$ cat src/hw/rtl/calendar_epoch_converter_assert.svh
// ============================================================================
// Assertion macros for the calendar epoch converter
// Concurrent assertion wrappers that can be compiled out with NO_ASSERTIONS.
// ============================================================================
`ifndef CALENDAR_EPOCH_CONVERTER_ASSERT_SVH
`define CALENDAR_EPOCH_CONVERTER_ASSERT_SVH

// Same-cycle implication, disabled during reset.
`ifndef NO_ASSERTIONS
`define CEC_ASSERT_SAME(label, clk, rst, lhs, rhs, msg) \
  label: assert property (@(posedge clk) disable iff (rst) (lhs) |-> (rhs)) \
    else $error(msg);
`else
`define CEC_ASSERT_SAME(label, clk, rst, lhs, rhs, msg)
`endif

// Next-cycle implication, disabled during reset.
`ifndef NO_ASSERTIONS
`define CEC_ASSERT_NEXT(label, clk, rst, lhs, rhs, msg) \
  label: assert property (@(posedge clk) disable iff (rst) (lhs) |=> (rhs)) \
    else $error(msg);
`else
`define CEC_ASSERT_NEXT(label, clk, rst, lhs, rhs, msg)
`endif

`endif

$ cat src/hw/rtl/cec_pkg.sv
// ============================================================================
// Calendar epoch converter package
// Shared types, calendar constants and lookup functions.
// ============================================================================
package cec_pkg;

  // Width of the internal epoch accumulator; results wrap modulo 2^EPOCH_BITS.
  localparam int EPOCH_BITS = 32;

  localparam int SECS_PER_DAY  = 86400;
  localparam int SECS_PER_HOUR = 3600;
  localparam int SECS_PER_MIN  = 60;

  localparam logic [11:0] BASE_YEAR     = 12'd1970;
  localparam logic [1:0]  BASE_MOD4     = 2'd2;
  localparam logic [6:0]  BASE_MOD100   = 7'd70;
  localparam logic [8:0]  BASE_MOD400   = 9'd370;
  localparam logic [6:0]  LAST_MOD100   = 7'd99;
  localparam logic [8:0]  LAST_MOD400   = 9'd399;
  localparam logic [3:0]  LAST_MONTH    = 4'd12;
  localparam logic [4:0]  LAST_HOUR     = 5'd23;
  localparam logic [5:0]  LAST_MINUTE   = 6'd59;
  localparam logic [5:0]  LAST_SECOND   = 6'd59;

  typedef enum logic {
    OP_TO_EPOCH   = 1'b0,
    OP_FROM_EPOCH = 1'b1
  } op_t;

  typedef enum logic [3:0] {
    ST_IDLE,
    ST_YEAR,
    ST_MONTH,
    ST_DAY,
    ST_HOUR,
    ST_MINUTE,
    ST_SECOND,
    ST_DONE
  } state_t;

  // Status from the datapath to the sequencer.
  typedef struct packed {
    logic in_fire;
    logic in_from;
    logic in_bad;
    logic from_op;
    logic go;
    logic day_bad;
    logic out_free;
  } stat_t;

  // Controls from the sequencer to the datapath.
  typedef struct packed {
    state_t phase;
    logic   load;
    logic   step;
    logic   set_invalid;
    logic   finish;
  } ctrl_t;

  function automatic logic is_leap(input logic [1:0] mod4, input logic [6:0] mod100,
                                   input logic [8:0] mod400);
    return (mod400 == 9'd0) || ((mod4 == 2'd0) && (mod100 != 7'd0));
  endfunction

  // Length of a month in days; codes outside 1..12 give 30.
  function automatic logic [4:0] days_in_month(input logic [3:0] month, input logic leap);
    logic [4:0] d;
    case (month) inside
      4'd1, 4'd3, 4'd5, 4'd7, 4'd8, 4'd10, 4'd12: d = 5'd31;
      4'd4, 4'd6, 4'd9, 4'd11:                    d = 5'd30;
      4'd2:                                       d = leap ? 5'd29 : 5'd28;
      default:                                    d = 5'd30;
    endcase
    return d;
  endfunction

  // Seconds in a month of the given day count.
  function automatic logic [EPOCH_BITS-1:0] days_to_secs(input logic [4:0] days);
    logic [EPOCH_BITS-1:0] s;
    case (days)
      5'd28:   s = EPOCH_BITS'(28 * SECS_PER_DAY);
      5'd29:   s = EPOCH_BITS'(29 * SECS_PER_DAY);
      5'd31:   s = EPOCH_BITS'(31 * SECS_PER_DAY);
      default: s = EPOCH_BITS'(30 * SECS_PER_DAY);
    endcase
    return s;
  endfunction

  function automatic logic [EPOCH_BITS-1:0] year_secs(input logic leap);
    return leap ? EPOCH_BITS'(366 * SECS_PER_DAY) : EPOCH_BITS'(365 * SECS_PER_DAY);
  endfunction

endpackage

$ cat src/hw/rtl/cec_req_if.sv
// ============================================================================
// Calendar epoch converter request channel
// Valid/ready channel carrying one conversion request per beat.
// ============================================================================
interface cec_req_if;
  logic        valid;
  logic        ready;
  logic        operation;
  logic [11:0] cal_year;
  logic [3:0]  cal_month;
  logic [4:0]  cal_day;
  logic [4:0]  cal_hour;
  logic [5:0]  cal_minute;
  logic [5:0]  cal_second;
  logic [31:0] epoch_in;

  modport source (
    output valid, operation, cal_year, cal_month, cal_day, cal_hour, cal_minute,
           cal_second, epoch_in,
    input  ready
  );

  modport sink (
    input  valid, operation, cal_year, cal_month, cal_day, cal_hour, cal_minute,
           cal_second, epoch_in,
    output ready
  );
endinterface

$ cat src/hw/rtl/cec_rsp_if.sv
// ============================================================================
// Calendar epoch converter response channel
// Valid/ready channel carrying one conversion result per beat.
// ============================================================================
interface cec_rsp_if;
  logic        valid;
  logic        ready;
  logic [31:0] epoch_out;
  logic        invalid;
  logic [11:0] out_year;
  logic [3:0]  out_month;
  logic [4:0]  out_day;
  logic [4:0]  out_hour;
  logic [5:0]  out_minute;
  logic [5:0]  out_second;

  modport source (
    output valid, epoch_out, invalid, out_year, out_month, out_day, out_hour,
           out_minute, out_second,
    input  ready
  );

  modport sink (
    input  valid, epoch_out, invalid, out_year, out_month, out_day, out_hour,
           out_minute, out_second,
    output ready
  );
endinterface

$ cat src/hw/rtl/cec_alu.sv
// ============================================================================
// Calendar epoch converter shared adder
// One adder that adds, or subtracts and reports whether the operand fit.
// ============================================================================
module cec_alu (
  input  logic [cec_pkg::EPOCH_BITS-1:0] a,
  input  logic [cec_pkg::EPOCH_BITS-1:0] b,
  input  logic                           sub,
  output logic [cec_pkg::EPOCH_BITS-1:0] y,
  output logic                           fits
);

  logic [cec_pkg::EPOCH_BITS-1:0] b_eff;
  logic [cec_pkg::EPOCH_BITS:0]   sum;

  assign b_eff = sub ? ~b : b;
  assign sum   = {1'b0, a} + {1'b0, b_eff} + {{cec_pkg::EPOCH_BITS{1'b0}}, sub};
  assign y     = sum[cec_pkg::EPOCH_BITS-1:0];
  // In subtract mode the carry out means no borrow, so a >= b.
  assign fits  = sum[cec_pkg::EPOCH_BITS];

endmodule

$ cat src/hw/rtl/cec_ctrl.sv
// ============================================================================
// Calendar epoch converter sequencer
// Steps through the year, month, day, hour, minute and second phases.
// ============================================================================
module cec_ctrl (
  input  logic           clk,
  input  logic           rst,
  input  cec_pkg::stat_t stat,
  output cec_pkg::ctrl_t ctrl
);

  cec_pkg::state_t state;
  cec_pkg::state_t state_next;

  always_ff @(posedge clk) begin
    if (rst) begin
      state <= cec_pkg::ST_IDLE;
    end else begin
      state <= state_next;
    end
  end

  always_comb begin
    state_next = state;
    unique case (state)
      cec_pkg::ST_IDLE: begin
        if (stat.in_fire) begin
          state_next = (!stat.in_from && stat.in_bad) ? cec_pkg::ST_DONE : cec_pkg::ST_YEAR;
        end
      end
      cec_pkg::ST_YEAR: begin
        if (!stat.go) begin
          state_next = (!stat.from_op && stat.day_bad) ? cec_pkg::ST_DONE : cec_pkg::ST_MONTH;
        end
      end
      cec_pkg::ST_MONTH:  if (!stat.go) state_next = cec_pkg::ST_DAY;
      cec_pkg::ST_DAY:    if (!stat.go) state_next = cec_pkg::ST_HOUR;
      cec_pkg::ST_HOUR:   if (!stat.go) state_next = cec_pkg::ST_MINUTE;
      cec_pkg::ST_MINUTE: if (!stat.go) state_next = cec_pkg::ST_SECOND;
      cec_pkg::ST_SECOND: state_next = cec_pkg::ST_DONE;
      cec_pkg::ST_DONE:   if (stat.out_free) state_next = cec_pkg::ST_IDLE;
      default:            state_next = cec_pkg::ST_IDLE;
    endcase
  end

  always_comb begin
    ctrl             = '0;
    ctrl.phase       = state;
    unique case (state) inside
      cec_pkg::ST_IDLE: begin
        ctrl.load        = stat.in_fire;
        ctrl.set_invalid = stat.in_fire && !stat.in_from && stat.in_bad;
      end
      cec_pkg::ST_YEAR: begin
        ctrl.step        = stat.go;
        ctrl.set_invalid = !stat.go && !stat.from_op && stat.day_bad;
      end
      cec_pkg::ST_MONTH, cec_pkg::ST_DAY, cec_pkg::ST_HOUR, cec_pkg::ST_MINUTE: begin
        ctrl.step = stat.go;
      end
      cec_pkg::ST_SECOND: ctrl.step   = !stat.from_op;
      cec_pkg::ST_DONE:   ctrl.finish = stat.out_free;
      default:            ctrl.step   = 1'b0;
    endcase
  end

endmodule

$ cat src/hw/rtl/calendar_epoch_converter.sv
// ============================================================================
// Calendar epoch converter
// Converts between 32-bit Unix epoch seconds and Gregorian calendar fields.
// ============================================================================
// One request beat gives one response beat. The block takes a request only
// when its sequencer is idle and works on it alone; a finished result sits in
// the output register, so a new request can be taken while it waits. All epoch
// arithmetic goes through a single shared adder, one year, month, day, hour or
// minute per cycle. Calendar to epoch counts up from 1970 field by field, so late
// years are slow; rejected fields that need no date check go straight to the
// result, a bad day of month after the year walk. Epoch to calendar walks the
// remaining seconds down by whole years, months, days, hours and minutes.
// The year walk dominates the time in both directions.
// ============================================================================
module calendar_epoch_converter (
  input  logic      clk,
  input  logic      rst,
  cec_req_if.sink   req,
  cec_rsp_if.source rsp
);

  localparam int EB = cec_pkg::EPOCH_BITS;

  cec_pkg::stat_t stat;
  cec_pkg::ctrl_t ctrl;

  // Captured request fields.
  logic        op_q;
  logic [11:0] year_q;
  logic [3:0]  month_q;
  logic [4:0]  day_q;
  logic [4:0]  hour_q;
  logic [5:0]  min_q;
  logic [5:0]  sec_q;
  logic        invalid_q;

  // Working registers: epoch accumulator and calendar counters.
  logic [EB-1:0] acc;
  logic [11:0]   cur_year;
  logic [1:0]    mod4;
  logic [6:0]    mod100;
  logic [8:0]    mod400;
  logic [3:0]    cur_month;
  logic [4:0]    day_cnt;
  logic [4:0]    hour_cnt;
  logic [5:0]    min_cnt;

  // Output register.
  logic        out_valid;
  logic [31:0] out_epoch;
  logic        out_invalid;
  logic [11:0] out_year;
  logic [3:0]  out_month;
  logic [4:0]  out_day;
  logic [4:0]  out_hour;
  logic [5:0]  out_minute;
  logic [5:0]  out_second;

  logic          leap;
  logic          from_op;
  logic          in_bad;
  logic          go;
  logic [EB-1:0] operand;
  logic [EB-1:0] alu_y;
  logic          alu_fits;

  assign from_op = (op_q == cec_pkg::OP_FROM_EPOCH);
  assign leap    = cec_pkg::is_leap(mod4, mod100, mod400);

  // Field checks that do not depend on the year being leap.
  assign in_bad = (req.cal_year < cec_pkg::BASE_YEAR) || (req.cal_month == 4'd0) ||
                  (req.cal_month > cec_pkg::LAST_MONTH) || (req.cal_day == 5'd0) ||
                  (req.cal_hour > cec_pkg::LAST_HOUR) ||
                  (req.cal_minute > cec_pkg::LAST_MINUTE) ||
                  (req.cal_second > cec_pkg::LAST_SECOND);

  // Operand for the shared adder in each phase.
  always_comb begin
    case (ctrl.phase)
      cec_pkg::ST_YEAR:   operand = cec_pkg::year_secs(leap);
      cec_pkg::ST_MONTH:  operand = cec_pkg::days_to_secs(cec_pkg::days_in_month(cur_month, leap));
      cec_pkg::ST_DAY:    operand = EB'(cec_pkg::SECS_PER_DAY);
      cec_pkg::ST_HOUR:   operand = EB'(cec_pkg::SECS_PER_HOUR);
      cec_pkg::ST_MINUTE: operand = EB'(cec_pkg::SECS_PER_MIN);
      cec_pkg::ST_SECOND: operand = EB'(sec_q);
      default:            operand = '0;
    endcase
  end

  cec_alu u_alu (
    .a    (acc),
    .b    (operand),
    .sub  (from_op),
    .y    (alu_y),
    .fits (alu_fits)
  );

  // Whether the current phase takes another step. Calendar to epoch counts up
  // to the requested field; epoch to calendar steps while the unit still fits.
  always_comb begin
    case (ctrl.phase)
      cec_pkg::ST_YEAR:   go = from_op ? alu_fits : (cur_year < year_q);
      cec_pkg::ST_MONTH:  go = from_op ? (alu_fits && (cur_month != cec_pkg::LAST_MONTH))
                                       : (cur_month < month_q);
      cec_pkg::ST_DAY:    go = from_op ? alu_fits : ((day_cnt + 5'd1) < day_q);
      cec_pkg::ST_HOUR:   go = from_op ? alu_fits : (hour_cnt < hour_q);
      cec_pkg::ST_MINUTE: go = from_op ? alu_fits : (min_cnt < min_q);
      default:            go = 1'b0;
    endcase
  end

  always_comb begin
    stat.in_fire  = req.valid && req.ready;
    stat.in_from  = (req.operation == cec_pkg::OP_FROM_EPOCH);
    stat.in_bad   = in_bad;
    stat.from_op  = from_op;
    stat.go       = go;
    // At the end of the year walk the counters describe the requested year.
    stat.day_bad  = (day_q > cec_pkg::days_in_month(month_q, leap));
    stat.out_free = !out_valid || rsp.ready;
  end

  cec_ctrl u_ctrl (
    .clk  (clk),
    .rst  (rst),
    .stat (stat),
    .ctrl (ctrl)
  );

  assign req.ready = (ctrl.phase == cec_pkg::ST_IDLE);

  // Datapath registers.
  always_ff @(posedge clk) begin
    if (ctrl.load) begin
      op_q      <= req.operation;
      year_q    <= req.cal_year;
      month_q   <= req.cal_month;
      day_q     <= req.cal_day;
      hour_q    <= req.cal_hour;
      min_q     <= req.cal_minute;
      sec_q     <= req.cal_second;
      acc       <= (req.operation == cec_pkg::OP_FROM_EPOCH) ? EB'(req.epoch_in) : '0;
      cur_year  <= cec_pkg::BASE_YEAR;
      mod4      <= cec_pkg::BASE_MOD4;
      mod100    <= cec_pkg::BASE_MOD100;
      mod400    <= cec_pkg::BASE_MOD400;
      cur_month <= 4'd1;
      day_cnt   <= 5'd0;
      hour_cnt  <= 5'd0;
      min_cnt   <= 6'd0;
    end else if (ctrl.step) begin
      acc <= alu_y;
      case (ctrl.phase)
        cec_pkg::ST_YEAR: begin
          cur_year <= cur_year + 12'd1;
          mod4     <= mod4 + 2'd1;
          mod100   <= (mod100 == cec_pkg::LAST_MOD100) ? 7'd0 : mod100 + 7'd1;
          mod400   <= (mod400 == cec_pkg::LAST_MOD400) ? 9'd0 : mod400 + 9'd1;
        end
        cec_pkg::ST_MONTH:  cur_month <= cur_month + 4'd1;
        cec_pkg::ST_DAY:    day_cnt   <= day_cnt + 5'd1;
        cec_pkg::ST_HOUR:   hour_cnt  <= hour_cnt + 5'd1;
        cec_pkg::ST_MINUTE: min_cnt   <= min_cnt + 6'd1;
        default:            cur_month <= cur_month;
      endcase
    end
  end

  always_ff @(posedge clk) begin
    if (ctrl.load) begin
      invalid_q <= ctrl.set_invalid;
    end else if (ctrl.set_invalid) begin
      invalid_q <= 1'b1;
    end
  end

  // Output register: a finished result waits here until the beat is taken.
  always_ff @(posedge clk) begin
    if (rst) begin
      out_valid <= 1'b0;
    end else if (ctrl.finish) begin
      out_valid <= 1'b1;
    end else if (rsp.ready) begin
      out_valid <= 1'b0;
    end
  end

  always_ff @(posedge clk) begin
    if (ctrl.finish) begin
      if (from_op) begin
        out_epoch   <= 32'd0;
        out_invalid <= 1'b0;
        out_year    <= cur_year;
        out_month   <= cur_month;
        out_day     <= day_cnt + 5'd1;
        out_hour    <= hour_cnt;
        out_minute  <= min_cnt;
        out_second  <= acc[5:0];
      end else begin
        out_epoch   <= invalid_q ? 32'd0 : acc[31:0];
        out_invalid <= invalid_q;
        out_year    <= 12'd0;
        out_month   <= 4'd0;
        out_day     <= 5'd0;
        out_hour    <= 5'd0;
        out_minute  <= 6'd0;
        out_second  <= 6'd0;
      end
    end
  end

  assign rsp.valid      = out_valid;
  assign rsp.epoch_out  = out_epoch;
  assign rsp.invalid    = out_invalid;
  assign rsp.out_year   = out_year;
  assign rsp.out_month  = out_month;
  assign rsp.out_day    = out_day;
  assign rsp.out_hour   = out_hour;
  assign rsp.out_minute = out_minute;
  assign rsp.out_second = out_second;

`include "calendar_epoch_converter_assert.svh"

  // A request beat always starts work, so the block is busy in the next cycle.
  `CEC_ASSERT_NEXT(a_accept_busy, clk, rst, req.valid && req.ready, !req.ready, "accept did not start work")

  // Finishing always presents a result beat in the next cycle.
  `CEC_ASSERT_NEXT(a_finish_shows, clk, rst, ctrl.finish, rsp.valid, "finished result not shown")

  // A rejected request never carries an epoch value.
  `CEC_ASSERT_SAME(a_invalid_zero, clk, rst, rsp.valid && rsp.invalid, rsp.epoch_out == 32'd0 && rsp.out_year == 12'd0, "rejected beat carries data")

  // A decoded date always has a month in range.
  `CEC_ASSERT_SAME(a_month_range, clk, rst, rsp.valid && (rsp.out_year != 12'd0), (rsp.out_month != 4'd0) && (rsp.out_month <= cec_pkg::LAST_MONTH), "decoded month out of range")

endmodule
$ cat src/flat_wrapper.sv
// flat-port wrapper written by rule: the top's interface ports become plain ports
module calendar_epoch_converter_flat 
  (clk, rst, req_valid, req_operation, req_cal_year, req_cal_month, req_cal_day, req_cal_hour, req_cal_minute, req_cal_second, req_epoch_in, req_ready, rsp_valid, rsp_epoch_out, rsp_invalid, rsp_out_year, rsp_out_month, rsp_out_day, rsp_out_hour, rsp_out_minute, rsp_out_second, rsp_ready);
  cec_req_if req_i ();
  cec_rsp_if rsp_i ();
  input  logic clk;
  input  logic rst;
  input wire logic [$bits(req_i.valid)-1:0] req_valid;
  input wire logic [$bits(req_i.operation)-1:0] req_operation;
  input wire logic [$bits(req_i.cal_year)-1:0] req_cal_year;
  input wire logic [$bits(req_i.cal_month)-1:0] req_cal_month;
  input wire logic [$bits(req_i.cal_day)-1:0] req_cal_day;
  input wire logic [$bits(req_i.cal_hour)-1:0] req_cal_hour;
  input wire logic [$bits(req_i.cal_minute)-1:0] req_cal_minute;
  input wire logic [$bits(req_i.cal_second)-1:0] req_cal_second;
  input wire logic [$bits(req_i.epoch_in)-1:0] req_epoch_in;
  output wire logic [$bits(req_i.ready)-1:0] req_ready;
  output wire logic [$bits(rsp_i.valid)-1:0] rsp_valid;
  output wire logic [$bits(rsp_i.epoch_out)-1:0] rsp_epoch_out;
  output wire logic [$bits(rsp_i.invalid)-1:0] rsp_invalid;
  output wire logic [$bits(rsp_i.out_year)-1:0] rsp_out_year;
  output wire logic [$bits(rsp_i.out_month)-1:0] rsp_out_month;
  output wire logic [$bits(rsp_i.out_day)-1:0] rsp_out_day;
  output wire logic [$bits(rsp_i.out_hour)-1:0] rsp_out_hour;
  output wire logic [$bits(rsp_i.out_minute)-1:0] rsp_out_minute;
  output wire logic [$bits(rsp_i.out_second)-1:0] rsp_out_second;
  input wire logic [$bits(rsp_i.ready)-1:0] rsp_ready;
  assign req_i.valid = req_valid;
  assign req_i.operation = req_operation;
  assign req_i.cal_year = req_cal_year;
  assign req_i.cal_month = req_cal_month;
  assign req_i.cal_day = req_cal_day;
  assign req_i.cal_hour = req_cal_hour;
  assign req_i.cal_minute = req_cal_minute;
  assign req_i.cal_second = req_cal_second;
  assign req_i.epoch_in = req_epoch_in;
  assign req_ready = req_i.ready;
  assign rsp_valid = rsp_i.valid;
  assign rsp_epoch_out = rsp_i.epoch_out;
  assign rsp_invalid = rsp_i.invalid;
  assign rsp_out_year = rsp_i.out_year;
  assign rsp_out_month = rsp_i.out_month;
  assign rsp_out_day = rsp_i.out_day;
  assign rsp_out_hour = rsp_i.out_hour;
  assign rsp_out_minute = rsp_i.out_minute;
  assign rsp_out_second = rsp_i.out_second;
  assign rsp_i.ready = rsp_ready;
  calendar_epoch_converter u_core (.clk(clk), .rst(rst), .req(req_i), .rsp(rsp_i));
endmodule
$ cat config.mk
export PLATFORM = sky130hd
export DESIGN_NAME = calendar_epoch_converter_flat
export DESIGN_NICKNAME = d
export VERILOG_FILES = /design/src/hw/rtl/cec_pkg.sv /design/src/hw/rtl/cec_req_if.sv /design/src/hw/rtl/cec_rsp_if.sv /design/src/hw/rtl/cec_alu.sv /design/src/hw/rtl/cec_ctrl.sv /design/src/hw/rtl/calendar_epoch_converter.sv /design/src/flat_wrapper.sv
export VERILOG_INCLUDE_DIRS = /design/src /design/src/hw/rtl
export SDC_FILE = /design/constraint.sdc
export NUM_CORES = 1
export LEC_CHECK = 0
export ABC_CLOCK_PERIOD_IN_PS = 6350
export BUFFER_PORTS_ARGS = -buffer_cell sky130_fd_sc_hd__buf_2
export CAP_MARGIN = 30
export CELL_PAD_IN_SITES_DETAIL_PLACEMENT = 1
export CELL_PAD_IN_SITES_GLOBAL_PLACEMENT = 1
export CORE_ASPECT_RATIO = 0.8
export CORE_MARGIN = 2
export CORE_UTILIZATION = 46
export CTS_CLUSTER_DIAMETER = 80
export DETAILED_ROUTE_END_ITERATION = 6
export GPL_TIMING_DRIVEN = 1
export PLACE_DENSITY_LB_ADDON = 0.08
export SYNTH_ARGS = -nofsm -noshare
export SYNTH_HDL_FRONTEND = slang
export SYNTH_SLANG_ARGS = --single-unit
$ cat constraint.sdc
create_clock -name clk -period 6.35 [get_ports clk]
set_clock_uncertainty 0.15 [all_clocks]
set_input_delay 0.635 -clock clk [delete_from_list [all_inputs] [get_ports clk]]
set_output_delay 0.635 -clock clk [all_outputs]
set_load 0.005 [all_outputs]
Word level (Yosys, flattened, before mapping) --
Index checks and enable logic that the tools add are counted.
Storage, ports and cells: flip-flop bits (word level) 198, latch bits 0, memory bits (writable) 0, ROM bits 0, input bits 75, memories kept 0
Cells by class: add/subtract/negate cells 10, multiply operators 0, div/mod/pow operators 0, order comparisons 11, equal/unequal tests 44, shifts and indexed selects 0, muxes and demuxes 41, bitwise logic cells 1, reductions and logical operators 42
Operators with widths (count):
- $pmux 32 s6 | 1
- $mux 32 | 4
- $pmux 20 s3 | 1
- $eq 4x3->1 const B | 12
- $eq 4x4->1 const B | 10
- $mux 5 | 7
- $add 32x32->33 | 1
- $add 33x1->33 | 1
- $not 32->32 | 1
- $pmux 4 s8 | 1
- $mux 4 | 7
- $eq 4x2->1 const B | 6
- $mux 18 | 1
- $eq 5x5->1 const B | 3
- $ne 2x2->1 const B | 7
- $reduce_or 7->1 | 2
- $add 12x1->12 const B | 1
- $eq 4x1->1 const B | 3
- $gt 6x6->1 const B | 2
- $lt 12x11->1 const B | 1
- $lt 12x12->1 | 1
- $mux 1 | 12
- $add 5x1->5 const B | 2
- $lt 5x5->1 | 2
- 32 further kinds | 60

Depth between registers and ports, before layout --
Gate-level depths: netlist of run 1.
word-level depth 24, mapped depth 24

Cells and area by module --
From an unflattened synthesis of run 1, not the netlist that was laid out.
Second synthesis, totals: cells, all modules 1065, area total of the unflattened synthesis 11133.2 um2
By module, submodules not included:
- calendar_epoch_converter | instances 1, cells an instance 720, area an instance 8725.9 um2, seq. area each 5315.1 um2
- cec_alu | instances 1, cells an instance 300, area an instance 2100.8 um2, seq. area each 0.0 um2
- cec_ctrl | instances 1, cells an instance 45, area an instance 306.5 um2, seq. area each 60.1 um2

Worst setup path before layout of run 1 --
Ideal clock, no wire load.
path kind flip-flop to flip-flop, from reg u_core.mod100[2], to reg u_core.acc[0] (enable), arrival time 4.597 ns, data required time 5.633 ns, setup slack 1.036 ns, stages on the path, launching flop included 20, buffers on the path 0, clock period less this slack 5.314 ns, cells stage by stage dfxtp_1 > nor3_1 > nand3_1 > a21oi_1 > a21oi_1 > inv_1 > ha_1 > inv_1 > a22oi_1 > o21ai_0 > xnor2_1 > ha_1 > nand2_1 > nor2_1 > a211oi_1 > o31a_4 > o211ai_2 > o2111a_1 > nor3_1 > o211ai_1
On the way: word-level cells in the longest chain between the ends 20
RTL lines:
- start, declared | RTL line calendar_epoch_converter.sv:41 | logic [6:0] mod100;
- start signal, assigned | RTL line calendar_epoch_converter.sv:145 | mod100 <= cec_pkg::BASE_MOD100;
- start signal, assigned | RTL line calendar_epoch_converter.sv:157 | mod100 <= (mod100 == cec_pkg::LAST_MOD100) ? 7'd0 : mod100 + 7'd1;
- $reduce_bool 7->1 (*) | RTL line cec_pkg.sv:63 | return (mod400 == 9'd0) || ((mod4 == 2'd0) && (mod100 != 7'd0));
- $logic_and 1x1->1 (*) | RTL line cec_pkg.sv:63
- $logic_or 1x1->1 (*) | RTL line cec_pkg.sv:63
- $mux 1 | RTL line cec_pkg.sv:72 | 4'd2: d = leap ? 5'd29 : 5'd28;
- $mux 5 (3 in a row) | RTL line cec_pkg.sv:69 | case (month) inside
- $mux 5 | RTL line calendar_epoch_converter.sv:79 | case (ctrl.phase)
- $eq 5x5->1 | RTL line cec_pkg.sv:81 | case (days)
- $pmux 20 s3 | RTL line cec_pkg.sv:81
- [2 not listed]
- $mux 32 (*) | RTL line cec_alu.sv:16 | assign b_eff = sub ? ~b : b;
- $add 32x32->33 (*) | RTL line cec_alu.sv:17 | assign sum = {1'b0, a} + {1'b0, b_eff} + {{cec_pkg::EPOCH_BITS{1'b0}}, sub};
- $add 33x1->33 (*) | RTL line cec_alu.sv:17
- $logic_and 1x1->1 | RTL line calendar_epoch_converter.sv:103 | cec_pkg::ST_MONTH: go = from_op ? (alu_fits && (cur_month != cec_pkg::LAST_MONTH))
- $mux 1 | RTL line calendar_epoch_converter.sv:103
- $pmux 1 s5 (*) | RTL line calendar_epoch_converter.sv:101 | case (ctrl.phase)
- $pmux 1 s2 (*) | RTL line cec_ctrl.sv:49 | unique case (state) inside
- $reduce_bool 2->1 (no source line) (*)
- end signal, assigned | RTL line calendar_epoch_converter.sv:142 | acc <= (req.operation == cec_pkg::OP_FROM_EPOCH) ? EB'(req.epoch_in) : '0;
- end signal, assigned | RTL line calendar_epoch_converter.sv:152 | acc <= alu_y;
- end, declared | RTL line calendar_epoch_converter.sv:38 | logic [EB-1:0] acc;
Every way passes the cells marked *; elsewhere a longest branch is shown, timed or not. The select of a mux whose other input is x is not followed. A chain may end at the register's enable or synchronous reset.

Final worst setup path of run 1 --
from reg u_core.mod400[4], to reg u_core.cur_year[11]
On the way: word-level cells in the longest chain between the ends 19
RTL lines:
- start, declared | RTL line calendar_epoch_converter.sv:42 | logic [8:0] mod400;
- start signal, assigned | RTL line calendar_epoch_converter.sv:146 | mod400 <= cec_pkg::BASE_MOD400;
- start signal, assigned | RTL line calendar_epoch_converter.sv:158 | mod400 <= (mod400 == cec_pkg::LAST_MOD400) ? 9'd0 : mod400 + 9'd1;
- $logic_not 9->1 (*) | RTL line cec_pkg.sv:63
- $logic_or 1x1->1 (*) | RTL line cec_pkg.sv:63
- $mux 1 | RTL line cec_pkg.sv:72
- $mux 5 (3 in a row) | RTL line cec_pkg.sv:69
- $mux 5 | RTL line calendar_epoch_converter.sv:79
- $eq 5x5->1 | RTL line cec_pkg.sv:81
- $pmux 20 s3 | RTL line cec_pkg.sv:81
- $pmux 32 s6 (*) | RTL line calendar_epoch_converter.sv:79
- $not 32->32 | RTL line cec_alu.sv:16
- $mux 32 (*) | RTL line cec_alu.sv:16
- $add 32x32->33 (*) | RTL line cec_alu.sv:17
- $add 33x1->33 (*) | RTL line cec_alu.sv:17
- $logic_and 1x1->1 | RTL line calendar_epoch_converter.sv:103
- $mux 1 | RTL line calendar_epoch_converter.sv:103
- $pmux 1 s5 (*) | RTL line calendar_epoch_converter.sv:101
- $pmux 1 s2 (*) | RTL line cec_ctrl.sv:49
- $reduce_and 2->1 (no source line) (*)
- end signal, assigned | RTL line calendar_epoch_converter.sv:143 | cur_year <= cec_pkg::BASE_YEAR;
- end signal, assigned | RTL line calendar_epoch_converter.sv:155 | cur_year <= cur_year + 12'd1;
- end, declared | RTL line calendar_epoch_converter.sv:39 | logic [11:0] cur_year;
Marks and branches as above.

==> flow_summary_export.csv, run 1 <==
group,metric,value,unit
global_routing,grt_pass1_wl,46800,µm
critical_path,path_cells,"nor3_1, and3_1, a21oi_1, buf_4, a21oi_1, inv_1, ha_1, o32ai_1, xnor2_1, ha_1, inv_1, nor3_1, nand4_1, o211ai_2, a21o_1, nand2_1, or4_1, o21ai_0",
critical_path,cp-start-kind,"flop",
synth,synth.yosys.warnings,0,
placed_design,dp_hpwl,20300,µm
sta,relSlewSlack,38.0,%
detailed_routing,vias,8698,
synth,syn_nets,1247,
sta,worst_pin_slew,928,ps
power,seqPwrFrac,30.8,%
cells_and_area,area_growth,14.7,%
run_status,outcome,"complete, no violations",
sta,max_freq,183,MHz
clocking,cts_root_buf,"clkbuf_16",
critical_path,critPathKind,"reg2reg",
detailed_routing,drt_pre_antenna_iters,4,
clocking,post_cts_buffers,0,
power,power_density,521,mW/mm²
detailed_routing,top_layer,"met5",
sta,rsz0062_at_grt,"no",
run,cap_violations,0,
clocking,ctsHoldBuffers,0,
sta,hold_slack,211,ps
synth,synth_cell_types,70,
critical_path,slowest_delay,620,ps
die,core,0.0235,mm²
clocking,h-tree-depth,4,
detailed_routing,drt_iter0_markers,460,
synth,synth.cell_area,0.0111,mm²
detailed_routing,routed_wl,29100,µm
placed_design,dpl.cell_count,1514,
detailed_routing,wl_met3,1150,µm
placed_design,gp_congestion,0.878,
die,die_y,143,µm
global_routing,antenna_found_initial,3,
sta,setup_violations,0,
power,power_switching,2.87,mW
synth,syn_avg_cell_area,10.2,µm²
die,initial_utilization,47.2,%
sta,tns,0,ps
clocking,cts.clk_slew.worst_paths,80,ps
cells_and_area,final_area,0.0127,mm²
global_routing,grt_max_degree,75,
synth,synth_top_family_by_area,"simple AND/OR/NAND/NOR gates",
detailed_routing,wl_per_cell,18.8,µm
cells_and_area,antennaDiodeCount,0,
global_routing,track_usage,23.6,%
power,p_int,3.76,mW
die,die_x,178,µm
clocking,cts.sinks,197,
placed_design,portBuffers,147,
critical_path,crit_slowest_cell,"or4_1",
cells_and_area,drive_above_1_share,16.7,%
synth,synth_compound_area_share,15.1,%
cells_and_area,fin_nets,1378,
global_routing,first_global_vias,8841,
power,swShare,43.3,%
die,dieArea,0.0254,mm²
synth,yosysSeqAreaShare,48.4,%
synth,yosys.area_share.simple,17.5,%
sta,fin_crit_sh,85.9,%
detailed_routing,viasPerCell,5.62,
synth,synth_xor_area_share,4.42,%
cells_and_area,final_common_cell,"buf_2",
critical_path,path_buf_inv,3,
synth,synthCells,1092,
clocking,cts_tree,"done",
power,comb_power_share,51.8,%
critical_path,endpoint_kind,"flop",
critical_path,crit_fanout,20,
synth,async_reset_ff_share,0,%
synth,synth.mux.area_fraction,1.00,%
critical_path,worstPathRequired,6570,ps
clocking,cts_buffer_depth,2,
cells_and_area,final_core_util,54.1,%
cells_and_area,final_cell_mix,"147 x buf_2, 143 x edfxtp_1, 82 x a21oi_1, 80 x nand2_1, 79 x ha_1",
cells_and_area,stdcell_count,1548,
sta,hold_viol,0,
critical_path,worst_ep_arrival_time,5670,ps
synth,synth-seq-cells,197,
clocking,clkLatencyLatePin,440,ps
power,power_frac_clock,17.4,%
die,num_rows,50,
clocking,numCtsBuffers,17,
power,leakage,5.25,nW
detailed_routing,wl_met2,14000,µm
placed_design,postPlaceCellArea,0.0121,mm²
sta,period_needed,5450,ps
synth,ys.flop_type,"edfxtp_1",
min_path,min_path_type,"in2reg",
critical_path,critPathTopFamily,"simple AND/OR/NAND/NOR gates",
global_routing,grt_overflow_total,0,
detailed_routing,drc,0,
clocking,cts_resized,0,
die,ios,148,
power,irDropWorstVdd,0.233,mV
detailed_routing,wl_met1,13700,µm
synth,synth_edf_count,143,
sta,finalMaxSlewViolations,0,
detailed_routing,detail-route-antenna-nets,0,
synth,synthAdderAreaFrac,9.08,%
cells in the mapped netlist (23+ instances only):
master,count,area (µm²)
edfxtp_1,143,4290
a21oi_1,82,410
nand2_1,80,300
ha_1,79,988
and2_1,73,457
o21ai_0,73,365
nand3_1,69,345
inv_1,61,229
dfxtp_1,54,1080
nor2_1,46,173
xnor2_1,39,342
clkbuf_1,34,128
a21o_1,23,173
routing by layer:
layer	GRT usage [%]	vias to the layer above
met5	0	-
met4	4.75	4
met3	3.81	24
met2	40.2	173
met1	31.8	4246
li1	-	4251
final timing paths:
path / cells past startpoint / endpoint / slack [ps] / from
max: 18 / u_core.cur_year[11]$_SDFFE_PP0P_ / 900 / u_core.mod400[4]$_SDFFE_PP1P_
min: 1 / u_core.hour_q[2]$_DFFE_PP_ / 210 / req_cal_hour[2]
max reg2reg: 18 / u_core.cur_year[11]$_SDFFE_PP0P_ / 900 / u_core.mod400[4]$_SDFFE_PP1P_
min reg2reg: 2 / u_core.mod100[4]$_SDFFE_PP0P_ / 350 / u_core.mod100[4]$_SDFFE_PP0P_
through the flow:
stage          total power [mW]  setup slack, ps
2_1_floorplan              4.63             1040
3_3_place_gp               5.35             1240
3_5_place_dp               5.45             1010
4_1_cts                    6.66              985
5_1_grt                    7.14              459
6_report                   6.63              897
final cells by class:
cell class                      count  area (µm²)
Inverter                           61         231
Clock buffer                       18         450
Clock inverter                     14         175
Sequential cell                   197        5380
Tap cell                          312         390
Multi-Input combinational cell    783        5240
Timing Repair Buffer              163         873
Fill cell                        2679       10800
registers in the layout (all words and copies together), names as in the netlist, 5 cells and up:
register and count:
u_core.cur_year 12, u_core.min_q 6, u_core.mod100 7, u_core.rsp.out_minute 6
u_core.rsp.out_second 6, u_core.acc 32, u_core.rsp.epoch_out 32, u_core.hour_q 5
u_core.rsp.out_year 12, u_core.mod400 9, u_core.min_cnt 6, u_core.day_cnt 5
u_core.year_q 12, u_core.day_q 5, u_core.rsp.out_day 5, u_core.rsp.out_hour 5
u_core.sec_q 6, u_core.hour_cnt 5
logic make-up after synthesis:
family | after synthesis
compound gates | 265
xor+xnor | 56
fa+ha+maj | 80
buf+inv | 112
flops | 197
mux | 11
simple gates | 371
power groups by stage:
stage | logic (mW) | clock network [mW] | registers, mW
floorplan | 2.65 | 0 | 1.98
global placement | 3.29 | 0 | 2.06
detailed placement | 3.38 | 0 | 2.07
CTS | 3.44 | 1.18 | 2.04
global route | 3.84 | 1.23 | 2.08
finish | 3.43 | 1.16 | 2.04
No activity file was read; power rests on OpenSTA's default activity.
==> inputs of run 2 (changes only) <==
--- a/config.mk
+++ b/config.mk
@@ -16,7 +16,7 @@
 export CORE_UTILIZATION = 46
 export CTS_CLUSTER_DIAMETER = 80
 export DETAILED_ROUTE_END_ITERATION = 6
-export GPL_TIMING_DRIVEN = 1
+export GPL_TIMING_DRIVEN = 0
 export PLACE_DENSITY_LB_ADDON = 0.08
 export SYNTH_ARGS = -nofsm -noshare
 export SYNTH_HDL_FRONTEND = slang
==> flow_summary_export.csv, run 2 (synthesized netlist as in run 1, its figures left out) <==
group,metric,value,unit
cells_and_area,area_growth,16.6,%
sta,tns,0,ps
sta,hold_slack,204,ps
run_status,outcome,"complete, no violations",
power,power_frac_clock,16.5,%
clocking,cts.clk_slew.worst_paths,80,ps
global_routing,grt_pass1_wl,48500,µm
critical_path,cp-start-kind,"flop",
critical_path,crit_fanout,10,
critical_path,critPathTopFamily,"buffers and inverters",
placed_design,portBuffers,147,
die,die_x,178,µm
power,power_density,524,mW/mm²
critical_path,path_buf_inv,5,
power,power_switching,2.97,mW
power,p_int,3.81,mW
power,seqPwrFrac,29.7,%
global_routing,grt_max_degree,33,
critical_path,critPathKind,"reg2reg",
run,cap_violations,0,
global_routing,antenna_found_initial,1,
sta,period_needed,6080,ps
sta,max_freq,164,MHz
cells_and_area,final_area,0.0129,mm²
global_routing,grt_overflow_total,0,
cells_and_area,drive_above_1_share,16.9,%
detailed_routing,detail-route-antenna-nets,0,
cells_and_area,final_cell_mix,"153 x buf_2, 143 x edfxtp_1, 81 x a21oi_1, 80 x nand2_1, 79 x ha_1",
clocking,clkLatencyLatePin,450,ps
die,core,0.0235,mm²
cells_and_area,final_core_util,55.0,%
critical_path,endpoint_kind,"flop",
critical_path,slowest_delay,720,ps
clocking,cts_root_buf,"clkbuf_16",
sta,fin_crit_sh,95.7,%
critical_path,worstPathRequired,6400,ps
sta,hold_viol,0,
detailed_routing,drt_iter0_markers,519,
detailed_routing,drc,0,
clocking,cts.sinks,197,
power,comb_power_share,53.8,%
cells_and_area,multi_input_area,0.00524,mm²
sta,finalMaxSlewViolations,0,
detailed_routing,drt_pre_antenna_iters,5,
detailed_routing,routed_wl,31100,µm
power,irDropWorstVdd,0.248,mV
die,die_y,143,µm
clocking,cts_tree,"done",
min_path,min_path_type,"in2reg",
clocking,cts_buffer_depth,2,
global_routing,track_usage,25.0,%
die,dieArea,0.0254,mm²
sta,setup_violations,0,
sta,relSlewSlack,43.6,%
power,swShare,43.8,%
die,initial_utilization,47.2,%
detailed_routing,viasPerCell,5.59,
detailed_routing,wl_per_cell,19.6,µm
clocking,h-tree-depth,4,
power,leakage,5.32,nW
cells_and_area,stdcell_count,1593,
cells_and_area,final_common_cell,"buf_2",
placed_design,postPlaceCellArea,0.0123,mm²
clocking,numCtsBuffers,17,
sta,worst_pin_slew,847,ps
detailed_routing,vias,8908,
placed_design,dpl.cell_count,1558,
critical_path,worst_ep_arrival_time,6130,ps
cells_and_area,n_fill_cell,2706,
global_routing,first_global_vias,8945,
placed_design,gp_congestion,0.898,
sta,rsz0062_at_grt,"no",
die,ios,148,
critical_path,crit_slowest_cell,"edfxtp_1",
critical_path,path_cells,"clkbuf_1, clkbuf_1, buf_2, xnor2_1, fa_1, a21o_1, and4_1, a311oi_2, o31a_4, o211ai_2, o2111a_1, nor3_1, o211ai_1, buf_4, buf_4",
die,num_rows,50,
cells_and_area,regArea,0.00538,mm²
cells_and_area,fin_nets,1422,
placed_design,dp_hpwl,23100,µm
[run 2: power groups by stage]
stage / clock, mW / sequential (mW) / combinational [mW]
after CTS: 1.14 / 2.02 / 3.64
after floorplan: 0 / 1.98 / 2.65
after global routing: 1.18 / 2.05 / 4.06
final: 1.12 / 2.02 / 3.65
after detailed placement: 0 / 2.05 / 3.58
after global placement: 0 / 2.07 / 3.42
[run 2: metrics by stage]
stage / total power, mW / setup slack, ps
finish: 6.79 / 271
floorplan: 4.63 / 1040
detailed placement: 5.63 / -280
global placement: 5.49 / -1150
CTS: 6.79 / 310
global route: 7.30 / 43.9
[run 2: timing repair]
item,CTS,global route
endpoints found under the hold margin,0,0
hold buffers,0,0
resized for setup,2,1
setup buffers,2,0
endpoints found under the setup margin,32,24
pin swaps,1,0
[run 2: final cells by class]
cell class,count,share of cell area (%)
Tap cell,312,3.02
Clock buffer,18,3.32
Clock inverter,14,1.27
Antenna cell,1,0.0193
Buffer,51,2.12
Multi-Input combinational cell,783,40.5
Sequential cell,197,41.5
Timing Repair Buffer,156,6.47
Inverter,61,1.77
[run 2: layer usage]
layer  global-route usage, %  wire (µm)  part of all wire, %
met2                    41.3      14600                   47
met3                    4.69       1430                  4.6
met5                       0          0                    0
met4                    8.37        786                  2.5
met1                    33.0      14300                   46
[run 2: final timing paths]
path                            slack [ps]  depth (start not counted)                   startpoint                          end
worst max-delay path                   270                         15     u_core.from_op$_DFFE_PP_     u_core.acc[24]$_DFFE_PP_
worst min register to register         360                          2  u_core.mod4[1]$_SDFFE_PP1P_  u_core.mod4[1]$_SDFFE_PP1P_
worst max register to register         270                         15     u_core.from_op$_DFFE_PP_     u_core.acc[24]$_DFFE_PP_
worst min-delay path                   200                          1              req_cal_hour[2]   u_core.hour_q[2]$_DFFE_PP_
